[config.mk]
export PLATFORM = sky130hd
export DESIGN_NAME = nmea_proximity_sentence_parser_core_flat
export DESIGN_NICKNAME = d
export VERILOG_FILES = /design/src/sv/npsp_pkg.sv /design/src/sv/npsp_if.sv /design/src/sv/nmea_proximity_sentence_parser_core.sv /design/src/flat_wrapper.sv
export VERILOG_INCLUDE_DIRS = /design/src /design/src/sv
export SDC_FILE = /design/constraint.sdc
export NUM_CORES = 1
export LEC_CHECK = 0
export ABC_AREA = 1
export BUFFER_PORTS_ARGS = -buffer_cell sky130_fd_sc_hd__buf_4
export CAP_MARGIN = 15
export CORE_ASPECT_RATIO = 0.5
export CORE_MARGIN = 3
export CORE_UTILIZATION = 30
export DETAILED_ROUTE_END_ITERATION = 6
export SLEW_MARGIN = 20
export SYNTH_ARGS = -nofsm -noshare
export SYNTH_HDL_FRONTEND = slang
export SYNTH_SLANG_ARGS = --single-unit
[constraint.sdc]
create_clock -name i_clk -period 10.4 [get_ports i_clk]
set_input_delay 1.56 -clock i_clk [delete_from_list [all_inputs] [get_ports i_clk]]
set_output_delay 1.56 -clock i_clk [all_outputs]
set_load 0.01 [all_outputs]
[src/sv/nmea_proximity_sentence_parser_core_assert.svh]
// Assertion macros for the proximity sentence parser.
// CLK and RSTN name the clock and the active-low reset; checks pause in reset.
`ifndef NMEA_PROXIMITY_SENTENCE_PARSER_CORE_ASSERT_SVH
`define NMEA_PROXIMITY_SENTENCE_PARSER_CORE_ASSERT_SVH
`ifndef SYNTHESIS
`define NPSP_ASSERT_SAME(LBL, CLK, RSTN, A, B) \
    LBL: assert property (@(posedge CLK) disable iff (!RSTN) (A) |-> (B)) \
        else $error("npsp: same-cycle check failed");
`define NPSP_ASSERT_NEXT(LBL, CLK, RSTN, A, B) \
    LBL: assert property (@(posedge CLK) disable iff (!RSTN) (A) |=> (B)) \
        else $error("npsp: next-cycle check failed");
`else
`define NPSP_ASSERT_SAME(LBL, CLK, RSTN, A, B)
`define NPSP_ASSERT_NEXT(LBL, CLK, RSTN, A, B)
`endif
`endif

[src/sv/npsp_pkg.sv]
`default_nettype none
package npsp_pkg;

    typedef logic [7:0] t_byte;

    localparam t_byte MAX_LEN     = 8'd128;
    localparam t_byte CH_DOLLAR   = 8'h24;
    localparam t_byte CH_STAR     = 8'h2A;
    localparam t_byte CH_COMMA    = 8'h2C;
    localparam t_byte CH_PLUS     = 8'h2B;
    localparam t_byte CH_MINUS    = 8'h2D;
    localparam t_byte CH_CR       = 8'h0D;
    localparam t_byte CH_LF       = 8'h0A;
    localparam logic [7:0] ADVISORY_CODE = 8'd4;
    localparam logic [23:0] ADDR_MAX = 24'hFF_FFFF;

    typedef struct packed {
        logic               sentence_valid;
        logic               is_traffic;
        logic               is_heartbeat;
        logic signed [7:0]  alarm_level;
        logic               has_advisory;
        logic [31:0]        aircraft_id;
    } t_result;

    // Header tags: "$PFLAA" for traffic, "$PFLAU" for heartbeat.
    function automatic t_byte tag_char(input logic heartbeat, input logic [2:0] idx);
        t_byte ch;
        case (idx)
            3'd0:    ch = 8'h24;
            3'd1:    ch = 8'h50;
            3'd2:    ch = 8'h46;
            3'd3:    ch = 8'h4C;
            3'd4:    ch = 8'h41;
            3'd5:    ch = heartbeat ? 8'h55 : 8'h41;
            default: ch = 8'h00;
        endcase
        return ch;
    endfunction

    function automatic logic is_letter(input t_byte c);
        return (c >= 8'h41 && c <= 8'h5A) || (c >= 8'h61 && c <= 8'h7A);
    endfunction

    function automatic logic is_blank(input t_byte c);
        return c == 8'h20 || (c >= 8'h09 && c <= 8'h0D);
    endfunction

    function automatic logic is_digit(input t_byte c);
        return c >= 8'h30 && c <= 8'h39;
    endfunction

    // {ok, nibble}; uppercase hex only
    function automatic logic [4:0] upper_hex(input t_byte c);
        logic [4:0] r;
        r = 5'd0;
        if (c >= 8'h30 && c <= 8'h39) begin
            r = {1'b1, c[3:0]};
        end else if (c >= 8'h41 && c <= 8'h46) begin
            r = {1'b1, 4'(c[3:0] + 4'd9)};
        end
        return r;
    endfunction

    // {ok, nibble}; either case
    function automatic logic [4:0] any_hex(input t_byte c);
        logic [4:0] r;
        r = upper_hex(c);
        if (c >= 8'h61 && c <= 8'h66) begin
            r = {1'b1, 4'(c[3:0] + 4'd9)};
        end
        return r;
    endfunction

endpackage
`default_nettype wire

[src/sv/npsp_if.sv]
`default_nettype none
interface npsp_in_if;
    logic                valid;
    logic                ready;
    npsp_pkg::t_byte     data_byte;
    logic                last_byte;

    modport source (output valid, output data_byte, output last_byte, input ready);
    modport sink   (input valid, input data_byte, input last_byte, output ready);
endinterface

interface npsp_out_if;
    logic                valid;
    logic                ready;
    logic                sentence_valid;
    logic                is_traffic;
    logic                is_heartbeat;
    logic signed [7:0]   alarm_level;
    logic                has_advisory;
    logic [31:0]         aircraft_id;

    modport source (output valid, output sentence_valid, output is_traffic,
                    output is_heartbeat, output alarm_level, output has_advisory,
                    output aircraft_id, input ready);
    modport sink   (input valid, input sentence_valid, input is_traffic,
                    input is_heartbeat, input alarm_level, input has_advisory,
                    input aircraft_id, output ready);
endinterface
`default_nettype wire

[src/sv/nmea_proximity_sentence_parser_core.sv]
// Channel    Dir  Payload                                   Transaction
// i_byte     in   data_byte[7:0], last_byte                 one sentence byte
// o_result   out  valid/traffic/heartbeat flags, alarm[7:0],
//                 advisory, aircraft_id[31:0]               one per last byte
//
// One byte per cycle while i_byte.ready is high; every byte is folded into the parse state
// in the cycle it is taken. A result is registered the cycle after the last
// byte of a sentence: in the output register, or in the skid while that one
// is held. The two entries keep bytes flowing while a result waits;
// i_byte.ready drops only when both are full. Reset is synchronous, active low.
`default_nettype none
`include "nmea_proximity_sentence_parser_core_assert.svh"
module nmea_proximity_sentence_parser_core (
    input  wire logic     i_clk,
    input  wire logic     i_rst_n,
    npsp_in_if.sink       i_byte,
    npsp_out_if.source    o_result
);

    typedef enum logic [2:0] {
        PH_HEADER, PH_BODY, PH_CSH, PH_CSL, PH_CR, PH_LF, PH_DONE
    } t_phase;

    typedef enum logic [2:0] {
        TG_NONE, TG_ALARM, TG_TYPE, TG_ADDR, TG_ATYPE
    } t_target;

    t_phase          r_phase, n_phase;
    logic [7:0]      r_pos, n_pos;
    logic [7:0]      r_xor, n_xor;
    logic [7:0]      r_sum, n_sum;
    logic [3:0]      r_commas, n_commas;
    logic            r_fmt_ok, n_fmt_ok;
    logic            r_traf_m, n_traf_m;
    logic            r_hb_m, n_hb_m;
    logic [6:0]      r_alarm, n_alarm;
    logic            r_alarm_neg, n_alarm_neg;
    logic [7:0]      r_atype, n_atype;
    logic            r_atype_neg, n_atype_neg;
    logic [7:0]      r_idtype, n_idtype;
    logic            r_type_neg, n_type_neg;
    logic [23:0]     r_addr, n_addr;
    logic            r_begun, n_begun;
    logic            r_stopped, n_stopped;

    npsp_pkg::t_result r_out, r_skid, w_res;
    logic            r_out_valid, r_skid_valid;

    npsp_pkg::t_byte w_c;
    logic            w_in_fire, w_out_fire, w_push;
    t_target         w_tg;
    logic [4:0]      w_uhex, w_ahex;
    logic [3:0]      w_digit;
    logic [10:0]     w_alarm_v;
    logic [11:0]     w_type_v, w_atype_v;
    logic            w_valid, w_traf, w_hb;

    assign w_c        = i_byte.data_byte;
    assign w_in_fire  = i_byte.valid && i_byte.ready;
    assign w_out_fire = r_out_valid && o_result.ready;
    assign w_push     = w_in_fire && i_byte.last_byte;
    assign i_byte.ready = !r_skid_valid;

    assign w_uhex  = npsp_pkg::upper_hex(w_c);
    assign w_ahex  = npsp_pkg::any_hex(w_c);
    assign w_digit = w_c[3:0];
    // x*10 + d as shift-add
    assign w_alarm_v = ({4'd0, r_alarm} << 3) + ({4'd0, r_alarm} << 1) + {7'd0, w_digit};
    assign w_type_v  = ({4'd0, r_idtype} << 3) + ({4'd0, r_idtype} << 1) + {8'd0, w_digit};
    assign w_atype_v = ({4'd0, r_atype} << 3) + ({4'd0, r_atype} << 1) + {8'd0, w_digit};

    always_comb begin
        n_phase     = r_phase;
        n_pos       = r_pos;
        n_xor       = r_xor;
        n_sum       = r_sum;
        n_commas    = r_commas;
        n_fmt_ok    = r_fmt_ok;
        n_traf_m    = r_traf_m;
        n_hb_m      = r_hb_m;
        n_alarm     = r_alarm;
        n_alarm_neg = r_alarm_neg;
        n_atype     = r_atype;
        n_atype_neg = r_atype_neg;
        n_idtype    = r_idtype;
        n_type_neg  = r_type_neg;
        n_addr      = r_addr;
        n_begun     = r_begun;
        n_stopped   = r_stopped;
        w_tg        = TG_NONE;

        if (r_pos >= npsp_pkg::MAX_LEN) begin
            n_fmt_ok = 1'b0;
        end
        if (r_pos < 8'd6) begin
            if (w_c != npsp_pkg::tag_char(1'b0, r_pos[2:0])) n_traf_m = 1'b0;
            if (w_c != npsp_pkg::tag_char(1'b1, r_pos[2:0])) n_hb_m = 1'b0;
        end

        // field selection follows the tag match including this byte
        if (n_traf_m) begin
            case (r_commas)
                4'd1:    w_tg = TG_ALARM;
                4'd5:    w_tg = TG_TYPE;
                4'd6:    w_tg = TG_ADDR;
                default: w_tg = TG_NONE;
            endcase
        end else if (n_hb_m) begin
            case (r_commas)
                4'd5:    w_tg = TG_ALARM;
                4'd7:    w_tg = TG_ATYPE;
                default: w_tg = TG_NONE;
            endcase
        end

        unique case (r_phase)
            PH_HEADER: begin
                if (r_pos == 8'd0) begin
                    if (w_c != npsp_pkg::CH_DOLLAR) n_fmt_ok = 1'b0;
                end else begin
                    if (!npsp_pkg::is_letter(w_c)) n_fmt_ok = 1'b0;
                    n_xor = r_xor ^ w_c;
                end
                if (r_pos >= 8'd3) n_phase = PH_BODY;
            end
            PH_BODY: begin
                if (w_c == npsp_pkg::CH_STAR) begin
                    n_phase = PH_CSH;
                end else begin
                    n_xor = r_xor ^ w_c;
                    if (w_c == npsp_pkg::CH_COMMA) begin
                        if (r_commas != 4'hF) n_commas = r_commas + 4'd1;
                        n_begun   = 1'b0;
                        n_stopped = 1'b0;
                    end else if (w_tg != TG_NONE && !r_stopped) begin
                        if (w_tg == TG_ADDR) begin
                            if (!(!r_begun && npsp_pkg::is_blank(w_c))) begin
                                if (!w_ahex[4]) begin
                                    n_stopped = 1'b1;
                                end else begin
                                    n_begun = 1'b1;
                                    n_addr  = (r_addr[23:20] != 4'd0) ? npsp_pkg::ADDR_MAX
                                                                      : {r_addr[19:0], w_ahex[3:0]};
                                end
                            end
                        end else if (npsp_pkg::is_digit(w_c)) begin
                            n_begun = 1'b1;
                            case (w_tg)
                                TG_ALARM: n_alarm  = (w_alarm_v > 11'd127) ? 7'd127
                                                                           : w_alarm_v[6:0];
                                TG_TYPE:  n_idtype = (w_type_v > 12'd255) ? 8'd255
                                                                          : w_type_v[7:0];
                                default:  n_atype  = (w_atype_v > 12'd255) ? 8'd255
                                                                           : w_atype_v[7:0];
                            endcase
                        end else if (!r_begun && npsp_pkg::is_blank(w_c)) begin
                            n_begun = r_begun;
                        end else if (!r_begun && (w_c == npsp_pkg::CH_PLUS ||
                                                  w_c == npsp_pkg::CH_MINUS)) begin
                            n_begun = 1'b1;
                            if (w_c == npsp_pkg::CH_MINUS) begin
                                case (w_tg)
                                    TG_ALARM: n_alarm_neg = 1'b1;
                                    TG_TYPE:  n_type_neg  = 1'b1;
                                    default:  n_atype_neg = 1'b1;
                                endcase
                            end
                        end else begin
                            n_stopped = 1'b1;
                        end
                    end
                end
            end
            PH_CSH, PH_CSL: begin
                if (!w_uhex[4]) n_fmt_ok = 1'b0;
                n_sum   = {r_sum[3:0], w_uhex[4] ? w_uhex[3:0] : 4'd0};
                n_phase = (r_phase == PH_CSH) ? PH_CSL : PH_CR;
            end
            PH_CR: begin
                if (w_c != npsp_pkg::CH_CR) n_fmt_ok = 1'b0;
                n_phase = PH_LF;
            end
            PH_LF: begin
                if (w_c != npsp_pkg::CH_LF) n_fmt_ok = 1'b0;
                n_phase = PH_DONE;
            end
            default: begin
                n_phase = r_phase;
            end
        endcase

        if (r_pos != 8'hFF) n_pos = r_pos + 8'd1;

        w_valid = n_fmt_ok && (n_phase == PH_DONE) && (n_xor == n_sum);
        w_traf  = w_valid && n_traf_m;
        w_hb    = w_valid && n_hb_m;
        w_res.sentence_valid = w_valid;
        w_res.is_traffic     = w_traf;
        w_res.is_heartbeat   = w_hb;
        w_res.alarm_level    = 8'sd0;
        if (w_traf || w_hb) begin
            w_res.alarm_level = $signed(n_alarm_neg ? 8'd0 - {1'b0, n_alarm}
                                                    : {1'b0, n_alarm});
        end
        w_res.has_advisory = w_hb && !n_atype_neg && (n_atype == npsp_pkg::ADVISORY_CODE);
        w_res.aircraft_id  = w_traf ? {(n_type_neg ? 8'd0 : n_idtype), n_addr} : 32'd0;

        // end of sentence: back to the reset state
        if (i_byte.last_byte) begin
            n_phase     = PH_HEADER;
            n_pos       = 8'd0;
            n_xor       = 8'd0;
            n_sum       = 8'd0;
            n_commas    = 4'd0;
            n_fmt_ok    = 1'b1;
            n_traf_m    = 1'b1;
            n_hb_m      = 1'b1;
            n_alarm     = 7'd0;
            n_alarm_neg = 1'b0;
            n_atype     = 8'd0;
            n_atype_neg = 1'b0;
            n_idtype    = 8'd0;
            n_type_neg  = 1'b0;
            n_addr      = 24'd0;
            n_begun     = 1'b0;
            n_stopped   = 1'b0;
        end
    end

    always_ff @(posedge i_clk) begin
        if (!i_rst_n) begin
            r_phase      <= PH_HEADER;
            r_pos        <= 8'd0;
            r_xor        <= 8'd0;
            r_sum        <= 8'd0;
            r_commas     <= 4'd0;
            r_fmt_ok     <= 1'b1;
            r_traf_m     <= 1'b1;
            r_hb_m       <= 1'b1;
            r_alarm      <= 7'd0;
            r_alarm_neg  <= 1'b0;
            r_atype      <= 8'd0;
            r_atype_neg  <= 1'b0;
            r_idtype     <= 8'd0;
            r_type_neg   <= 1'b0;
            r_addr       <= 24'd0;
            r_begun      <= 1'b0;
            r_stopped    <= 1'b0;
            r_out_valid  <= 1'b0;
            r_skid_valid <= 1'b0;
        end else begin
            if (w_in_fire) begin
                r_phase     <= n_phase;
                r_pos       <= n_pos;
                r_xor       <= n_xor;
                r_sum       <= n_sum;
                r_commas    <= n_commas;
                r_fmt_ok    <= n_fmt_ok;
                r_traf_m    <= n_traf_m;
                r_hb_m      <= n_hb_m;
                r_alarm     <= n_alarm;
                r_alarm_neg <= n_alarm_neg;
                r_atype     <= n_atype;
                r_atype_neg <= n_atype_neg;
                r_idtype    <= n_idtype;
                r_type_neg  <= n_type_neg;
                r_addr      <= n_addr;
                r_begun     <= n_begun;
                r_stopped   <= n_stopped;
            end
            // skid only fills while the output register is held
            if (r_skid_valid) begin
                if (w_out_fire) begin
                    r_out        <= r_skid;
                    r_skid_valid <= 1'b0;
                end
            end else if (w_push) begin
                if (!r_out_valid || w_out_fire) begin
                    r_out       <= w_res;
                    r_out_valid <= 1'b1;
                end else begin
                    r_skid       <= w_res;
                    r_skid_valid <= 1'b1;
                end
            end else if (w_out_fire) begin
                r_out_valid <= 1'b0;
            end
        end
    end

    assign o_result.valid          = r_out_valid;
    assign o_result.sentence_valid = r_out.sentence_valid;
    assign o_result.is_traffic     = r_out.is_traffic;
    assign o_result.is_heartbeat   = r_out.is_heartbeat;
    assign o_result.alarm_level    = r_out.alarm_level;
    assign o_result.has_advisory   = r_out.has_advisory;
    assign o_result.aircraft_id    = r_out.aircraft_id;

    `NPSP_ASSERT_SAME(a_skid_needs_out, i_clk, i_rst_n, r_skid_valid, r_out_valid)
    `NPSP_ASSERT_NEXT(a_last_clears, i_clk, i_rst_n, w_push,
                      r_phase == PH_HEADER && r_pos == 8'd0 && r_fmt_ok)
    `NPSP_ASSERT_NEXT(a_pos_counts, i_clk, i_rst_n,
                      w_in_fire && !i_byte.last_byte && r_pos != 8'hFF,
                      r_pos == $past(r_pos) + 8'd1)
    `NPSP_ASSERT_NEXT(a_result_lands, i_clk, i_rst_n, w_push, r_out_valid)

endmodule
`default_nettype wire

[src/flat_wrapper.sv]
// flat-port wrapper written by rule: the top's interface ports become plain ports
module nmea_proximity_sentence_parser_core_flat 
  (i_clk, i_rst_n, i_byte_valid, i_byte_data_byte, i_byte_last_byte, i_byte_ready, o_result_valid, o_result_sentence_valid, o_result_is_traffic, o_result_is_heartbeat, o_result_alarm_level, o_result_has_advisory, o_result_aircraft_id, o_result_ready);
  npsp_in_if i_byte_i ();
  npsp_out_if o_result_i ();
  input  wire logic i_clk;
  input  wire logic i_rst_n;
  input wire logic [$bits(i_byte_i.valid)-1:0] i_byte_valid;
  input wire logic [$bits(i_byte_i.data_byte)-1:0] i_byte_data_byte;
  input wire logic [$bits(i_byte_i.last_byte)-1:0] i_byte_last_byte;
  output wire logic [$bits(i_byte_i.ready)-1:0] i_byte_ready;
  output wire logic [$bits(o_result_i.valid)-1:0] o_result_valid;
  output wire logic [$bits(o_result_i.sentence_valid)-1:0] o_result_sentence_valid;
  output wire logic [$bits(o_result_i.is_traffic)-1:0] o_result_is_traffic;
  output wire logic [$bits(o_result_i.is_heartbeat)-1:0] o_result_is_heartbeat;
  output wire logic [$bits(o_result_i.alarm_level)-1:0] o_result_alarm_level;
  output wire logic [$bits(o_result_i.has_advisory)-1:0] o_result_has_advisory;
  output wire logic [$bits(o_result_i.aircraft_id)-1:0] o_result_aircraft_id;
  input wire logic [$bits(o_result_i.ready)-1:0] o_result_ready;
  assign i_byte_i.valid = i_byte_valid;
  assign i_byte_i.data_byte = i_byte_data_byte;
  assign i_byte_i.last_byte = i_byte_last_byte;
  assign i_byte_ready = i_byte_i.ready;
  assign o_result_valid = o_result_i.valid;
  assign o_result_sentence_valid = o_result_i.sentence_valid;
  assign o_result_is_traffic = o_result_i.is_traffic;
  assign o_result_is_heartbeat = o_result_i.is_heartbeat;
  assign o_result_alarm_level = o_result_i.alarm_level;
  assign o_result_has_advisory = o_result_i.has_advisory;
  assign o_result_aircraft_id = o_result_i.aircraft_id;
  assign o_result_i.ready = o_result_ready;
  nmea_proximity_sentence_parser_core u_core (.i_clk(i_clk), .i_rst_n(i_rst_n), .i_byte(i_byte_i), .o_result(o_result_i));
endmodule
# == Word-level counts from Yosys, hierarchy flattened ==
# Cells that the tools add are included.
# totals
latch_bits,0
in_bits,13
word_cells,304
mem_bits_ro,0
mem_bits_rw,0
memories,0
register_bits,176
# classes
reduce_logical,52
n_mux,151
magnitude_cmp,16
n_div,0
n_eq_ne,41
mul,0
n_addsub,10
shifts,0
bitwise,3
# ops
op,n
$mux W8,30
$mux W24,9
$mux W44,4
$mux W1,76
$mux W7,9
$pmux W7 S6,1
$eq A8 B6 Y1 const B,5
$pmux W7 S5,1
$le A8 B7 Y1 const B,4
$mux W32,1
$add A11 B9 Y12,2
$add A12 B4 Y12,2
$gt A12 B8 Y1 const B,2
$mux W4,6
$eq A3 B2 Y1 const B,6
$logic_and A1 B1 Y1,18
$mux W3,6
$ge A8 B7 Y1 const B,2
$ne A4 B2 Y1 const B,4
$ne A8 B4 Y1 const B,2
$ne A8 B8 Y1,2
$pmux W8 S2,1
$eq A3 B3 Y1 const B,5
$mux W5,3
45 further kinds,72

# == Depth between registers and ports, before layout ==
# depth
depth_word,26
ltp_mapped,26
depth_no_buf,26

# == Least setup slack after synthesis ==
# OpenSTA, ideal clock, no wires.
# synth_path
path_type,in2reg
from,in i_byte_valid
to,"reg u_core.r_out, in the netlist u_core.o_result.aircraft_id[0], enable pin"
path_slack_ps,4728
path_buffers,0
required_ps,9888
cell_stages,4
t_arrival_ps,5160
cell_sequence,nand2_1 nor2_1 inv_1 a211oi_1
# synth_between
elab_chain_cells,4
# synth_rtl
element,line_no,text
start: declaration,flat_wrapper.sv:8,input wire logic [$bits(i_byte_i.valid)-1:0] i_byte_valid;
$logic_and A1 B1 Y1,nmea_proximity_sentence_parser_core.sv:59,assign w_in_fire = i_byte.valid && i_byte.ready;
$logic_and A1 B1 Y1,nmea_proximity_sentence_parser_core.sv:61,assign w_push = w_in_fire && i_byte.last_byte;
$reduce_bool A2 Y1 (no line),n/a,
$reduce_and A4 Y1 (no line),n/a,
end signal: assignment,nmea_proximity_sentence_parser_core.sv:274,r_out <= r_skid;
end signal: assignment,nmea_proximity_sentence_parser_core.sv:279,r_out <= w_res;
end: declaration,nmea_proximity_sentence_parser_core.sv:46,"npsp_pkg::t_result r_out, r_skid, w_res;"
# Every way passes these cells.
# A chain may end at the register's enable or synchronous reset.

==> summary.md <==
| Metric | Value |
|---|---|
| Synth top area share | about 25% |
| Tmin final | between 4 and 5 ns |
| Longest Clk Path Bufs | 2 |
| R2r setup slk | around 6.6 ns |
| CTS clk-pin slew, worst paths | 0.07 ns |
| CTS tree | yes |
| Leakage | 0.00475 uW |
| Vias in the first global route | 8437 |
| Largest family of logic cells by synthesized area | simple AND/OR/NAND/NOR gates |
| Std cell rows | 47 |
| Routed len/inst | 14.0 um |
| Die Footprint | between 0.03 and 0.04 mm^2 |
| IO Pins | a little under 60 |
| Fin nets | 1478 |
| Register area share after synthesis | 41.7% |
| Chip Width | 271 um |
| Gpl congestion | around 0.88 |
| Global route overflow | 0 |
| CP Capture Type | flip-flop |
| Post-CTS Setup Inserts | 0 |
| Worst EP required | about 11 ns |
| Syn Nets | roughly 1400 |
| Multi-input logic area | 0.00540 mm^2 |
| Cells after synthesis | approximately 1400 |
| CP startpoint kind | input pin |
| Hold Path Class | reg2reg |
| Setup TNS | 0 ns |
| Design area | approximately 0.012 mm^2 |
| Synth area leader | edfxtp_1 |
| Hold path start | u_core.r_addr[4] |
| YS warnings | 0 |
| Worst vdd ir | 124 uV |
| Max-slew violation count | 0 |
| Area contributors post-synth | edfxtp_1 (25%), dfxtp_1 (17%), nand2_1 (11%), ha_1 (6.9%), a21oi_1 (5.7%) |
| Total Routed Length | 26.3 mm |
| Initial antenna violation count | 0 |
| Number of hold violations in the final report | 0 |
| Ant. Diodes | 0 |
| Core box area | around 0.034 mm^2 |
| Synth Area in XOR/XNOR | under 10% |
| H-Tree Depth | 4 |
| Post-route DRC | 0 |
| Ys async rst share | 0% |
| Post_cts resized | 0 |
| Initial Util | 31.2% |
| Yosys reg bits | 176 |
| Layout cell share with drive strength beyond 1 | a little over an eighth |
| Post-synthesis compound-gate area fraction | around an eighth |
| Post-synthesis mux area share | less than 1% |
| Period utilization | between 40% and 50% |
| Outcome | complete, no violations |
| First-pass GRT wire length | around 43 mm |
| Placed cell area | 0.0115 mm^2 |
| Max frequency | around 220 MHz |
| Synth cell types | 58 |
| Filler cells | approximately 3600 |
| Worst Path Arrival | 4.82 ns |
| HPWL after DPL | between 15 and 20 mm |
| Clock latency on the worst-skew pair | around 0.44 ns |
| Clock sink count | between 150 and 200 |
| Total number of vias | 8899 |
| CTS Root Cell | clkbuf_16 |
| Total GRT Usage | between 10% and 20% |
| Number of flops mapped to enable cells by yosys | 88 |
| Synthesis-to-finish area growth | 14.3% |
| Synth Area in Adders | 8.02% |
| # setup viols final | 0 |
| Hold buffer count at CTS | 0 |
| Die H | 139 um |
| FF+latch area | between 0.004 and 0.005 mm^2 |
| Primary FF master, synth | edfxtp_1 |
| P per Cell Area | 124 mW/mm^2 |
| MaxCap Viol Count | 0 |
| Drt pass-1 iters | 4 |
| Mapped cell area | roughly 0.011 mm^2 |
| Syn avg cell area | between 7 and 8 um^2 |
| Post-synthesis simple-gate area fraction | between 20% and 30% |
| I/O Buffers | 58 |
| Fin util | a little over a third |
| RSZ-0062 raised after global routing | no |
| Crit. Startpoint | i_byte_data_byte[3] |
| Clock skew | approximately 0.014 ns |
| Violation count after the first detailed-route iteration | approximately 580 |
| Post-DRT Antenna Nets | 0 |
| CP Max Fanout | 8 |
| Vias per cell | roughly 4.7 |
| Slew HR | ~39% |
| Total power | 1500 uW |
| Largest net degree at the start of global routing | 70 |
| Reg-to-Reg Start | u_core.r_pos[2] |
| CTS buffer count | 17 |
| Slew @ Worst Pin | 0.920 ns |
| CP Class | in2reg |
## worst max-delay path: stages
cell       delay (ns)
buf_4            0.17
fa_1             0.57
inv_1            0.07
fa_1             0.46
o31ai_1          0.33
inv_1            0.09
o21ai_0          0.15
nand2_1          0.08
o21ai_0          0.17
o2111ai_1        0.37
a21oi_1          0.26
nand2_1          0.11
nand2_1          0.12
nor2_2           0.05
mux2_2           0.25
## cell usage in the layout, fill, tap and decap left out, types with 3 or more instances in the layout
cell,synthesis,routed
o22ai_1,5,5
nand2_2,6,7
nand2_1,322,321
nor3_1,16,16
nand4_1,12,12
nor2_1,154,152
inv_8,0,3
inv_1,133,133
a21oi_1,120,120
or2_2,21,21
nor2_2,16,17
clkbuf_16,0,17
nand3_2,5,5
mux2_2,3,3
o21ai_0,46,46
ha_1,58,58
a31oi_1,3,3
nor2_4,7,8
o32ai_1,4,4
inv_2,8,8
buf_4,3,67
inv_4,4,4
fa_1,6,6
o21bai_1,10,10
o21ai_1,29,29
nand3_1,76,76
edfxtp_1,88,88
o211ai_1,4,4
nand2_4,4,4
or2_1,19,19
dfxtp_1,88,88
inv_6,1,4
xnor2_1,6,6
xor2_1,10,10
## Yosys cell counts, drive strengths merged, types with 3 or more instances
library cell,count
nor2,177
inv,146
clkbuf,26
a21oi,123
mux2,3
or2,40
nand4,12
nor3b,3
dfxtp,88
o21ai,77
ha,58
edfxtp,88
fa,6
nand3,82
buf,16
nand2,332
o32ai,4
xor2,10
xnor2,6
o211ai,4
a31oi,3
o21bai,10
nor3,18
o22ai,5
## sequential cells by signal, summed over array words and instances, names as in the netlist, 3 cells and up
name / flops
u_core.r_skid: 44
u_core.r_addr: 24
u_core.r_sum: 8
u_core.r_alarm: 7
u_core.r_atype: 8
u_core.r_commas: 4
u_core.r_phase: 3
u_core.o_result.alarm_level: 8
u_core.r_pos: 8
u_core.r_idtype: 8
u_core.o_result.aircraft_id: 32
u_core.r_xor: 8
## metrics by stage
| stage | hold slack (ns) | instances | setup slack [ns] |
|---|---|---|---|
| after floorplan | 0.444 | 1357 | 4.73 |
| after global placement | 0.455 | 1847 | 5.34 |
| after detailed placement | 0.457 | 1847 | 5.33 |
| after CTS | 0.468 | 1879 | 5.79 |
| after global routing | 0.497 | 1879 | 5.37 |
| final | 0.469 | 1879 | 5.77 |
## worst paths after layout
kind         cells past startpoint                               to
max reg2reg                     21   u_core.o_result.alarm_level[4]
min reg2reg                      2                 u_core.r_addr[4]
min                              2                 u_core.r_addr[4]
max                             15  u_core.o_result.aircraft_id[30]
## cell type report
type                            instances  area share, %
Tap cell                              465           4.83
Inverter                              146           4.67
Multi-Input combinational cell        993           44.8
Sequential cell                       176           36.5
Timing Repair Buffer                   67           4.17
Clock buffer                           19           3.59
Clock inverter                         13           1.43
## routing by layer
metal | up-vias | share of wire (%) | track usage [%]
li1 | 4584 | - | -
met1 | 4134 | 48 | 18.6
met2 | 153 | 46 | 23.6
met3 | 28 | 3.7 | 2.35
met4 | 0 | 1.6 | 4.03
met5 | - | 0 | 0
## power by group
part | internal [uW] | switching, uW | leakage, uW
Clock | 365 | 300 | 0.000291
Sequential | 732 | 4.22 | 0.00145
Combinational | 30.7 | 69.1 | 0.00301
## cells by family after synthesis
| kind of cell | Yosys count |
|---|---|
| compound gates | 241 |
| mux | 3 |
| flops | 176 |
| simple gates | 669 |
| fa+ha+maj | 64 |
| xor+xnor | 16 |
| buf+inv | 188 |
(Power assumes the default switching activity.)
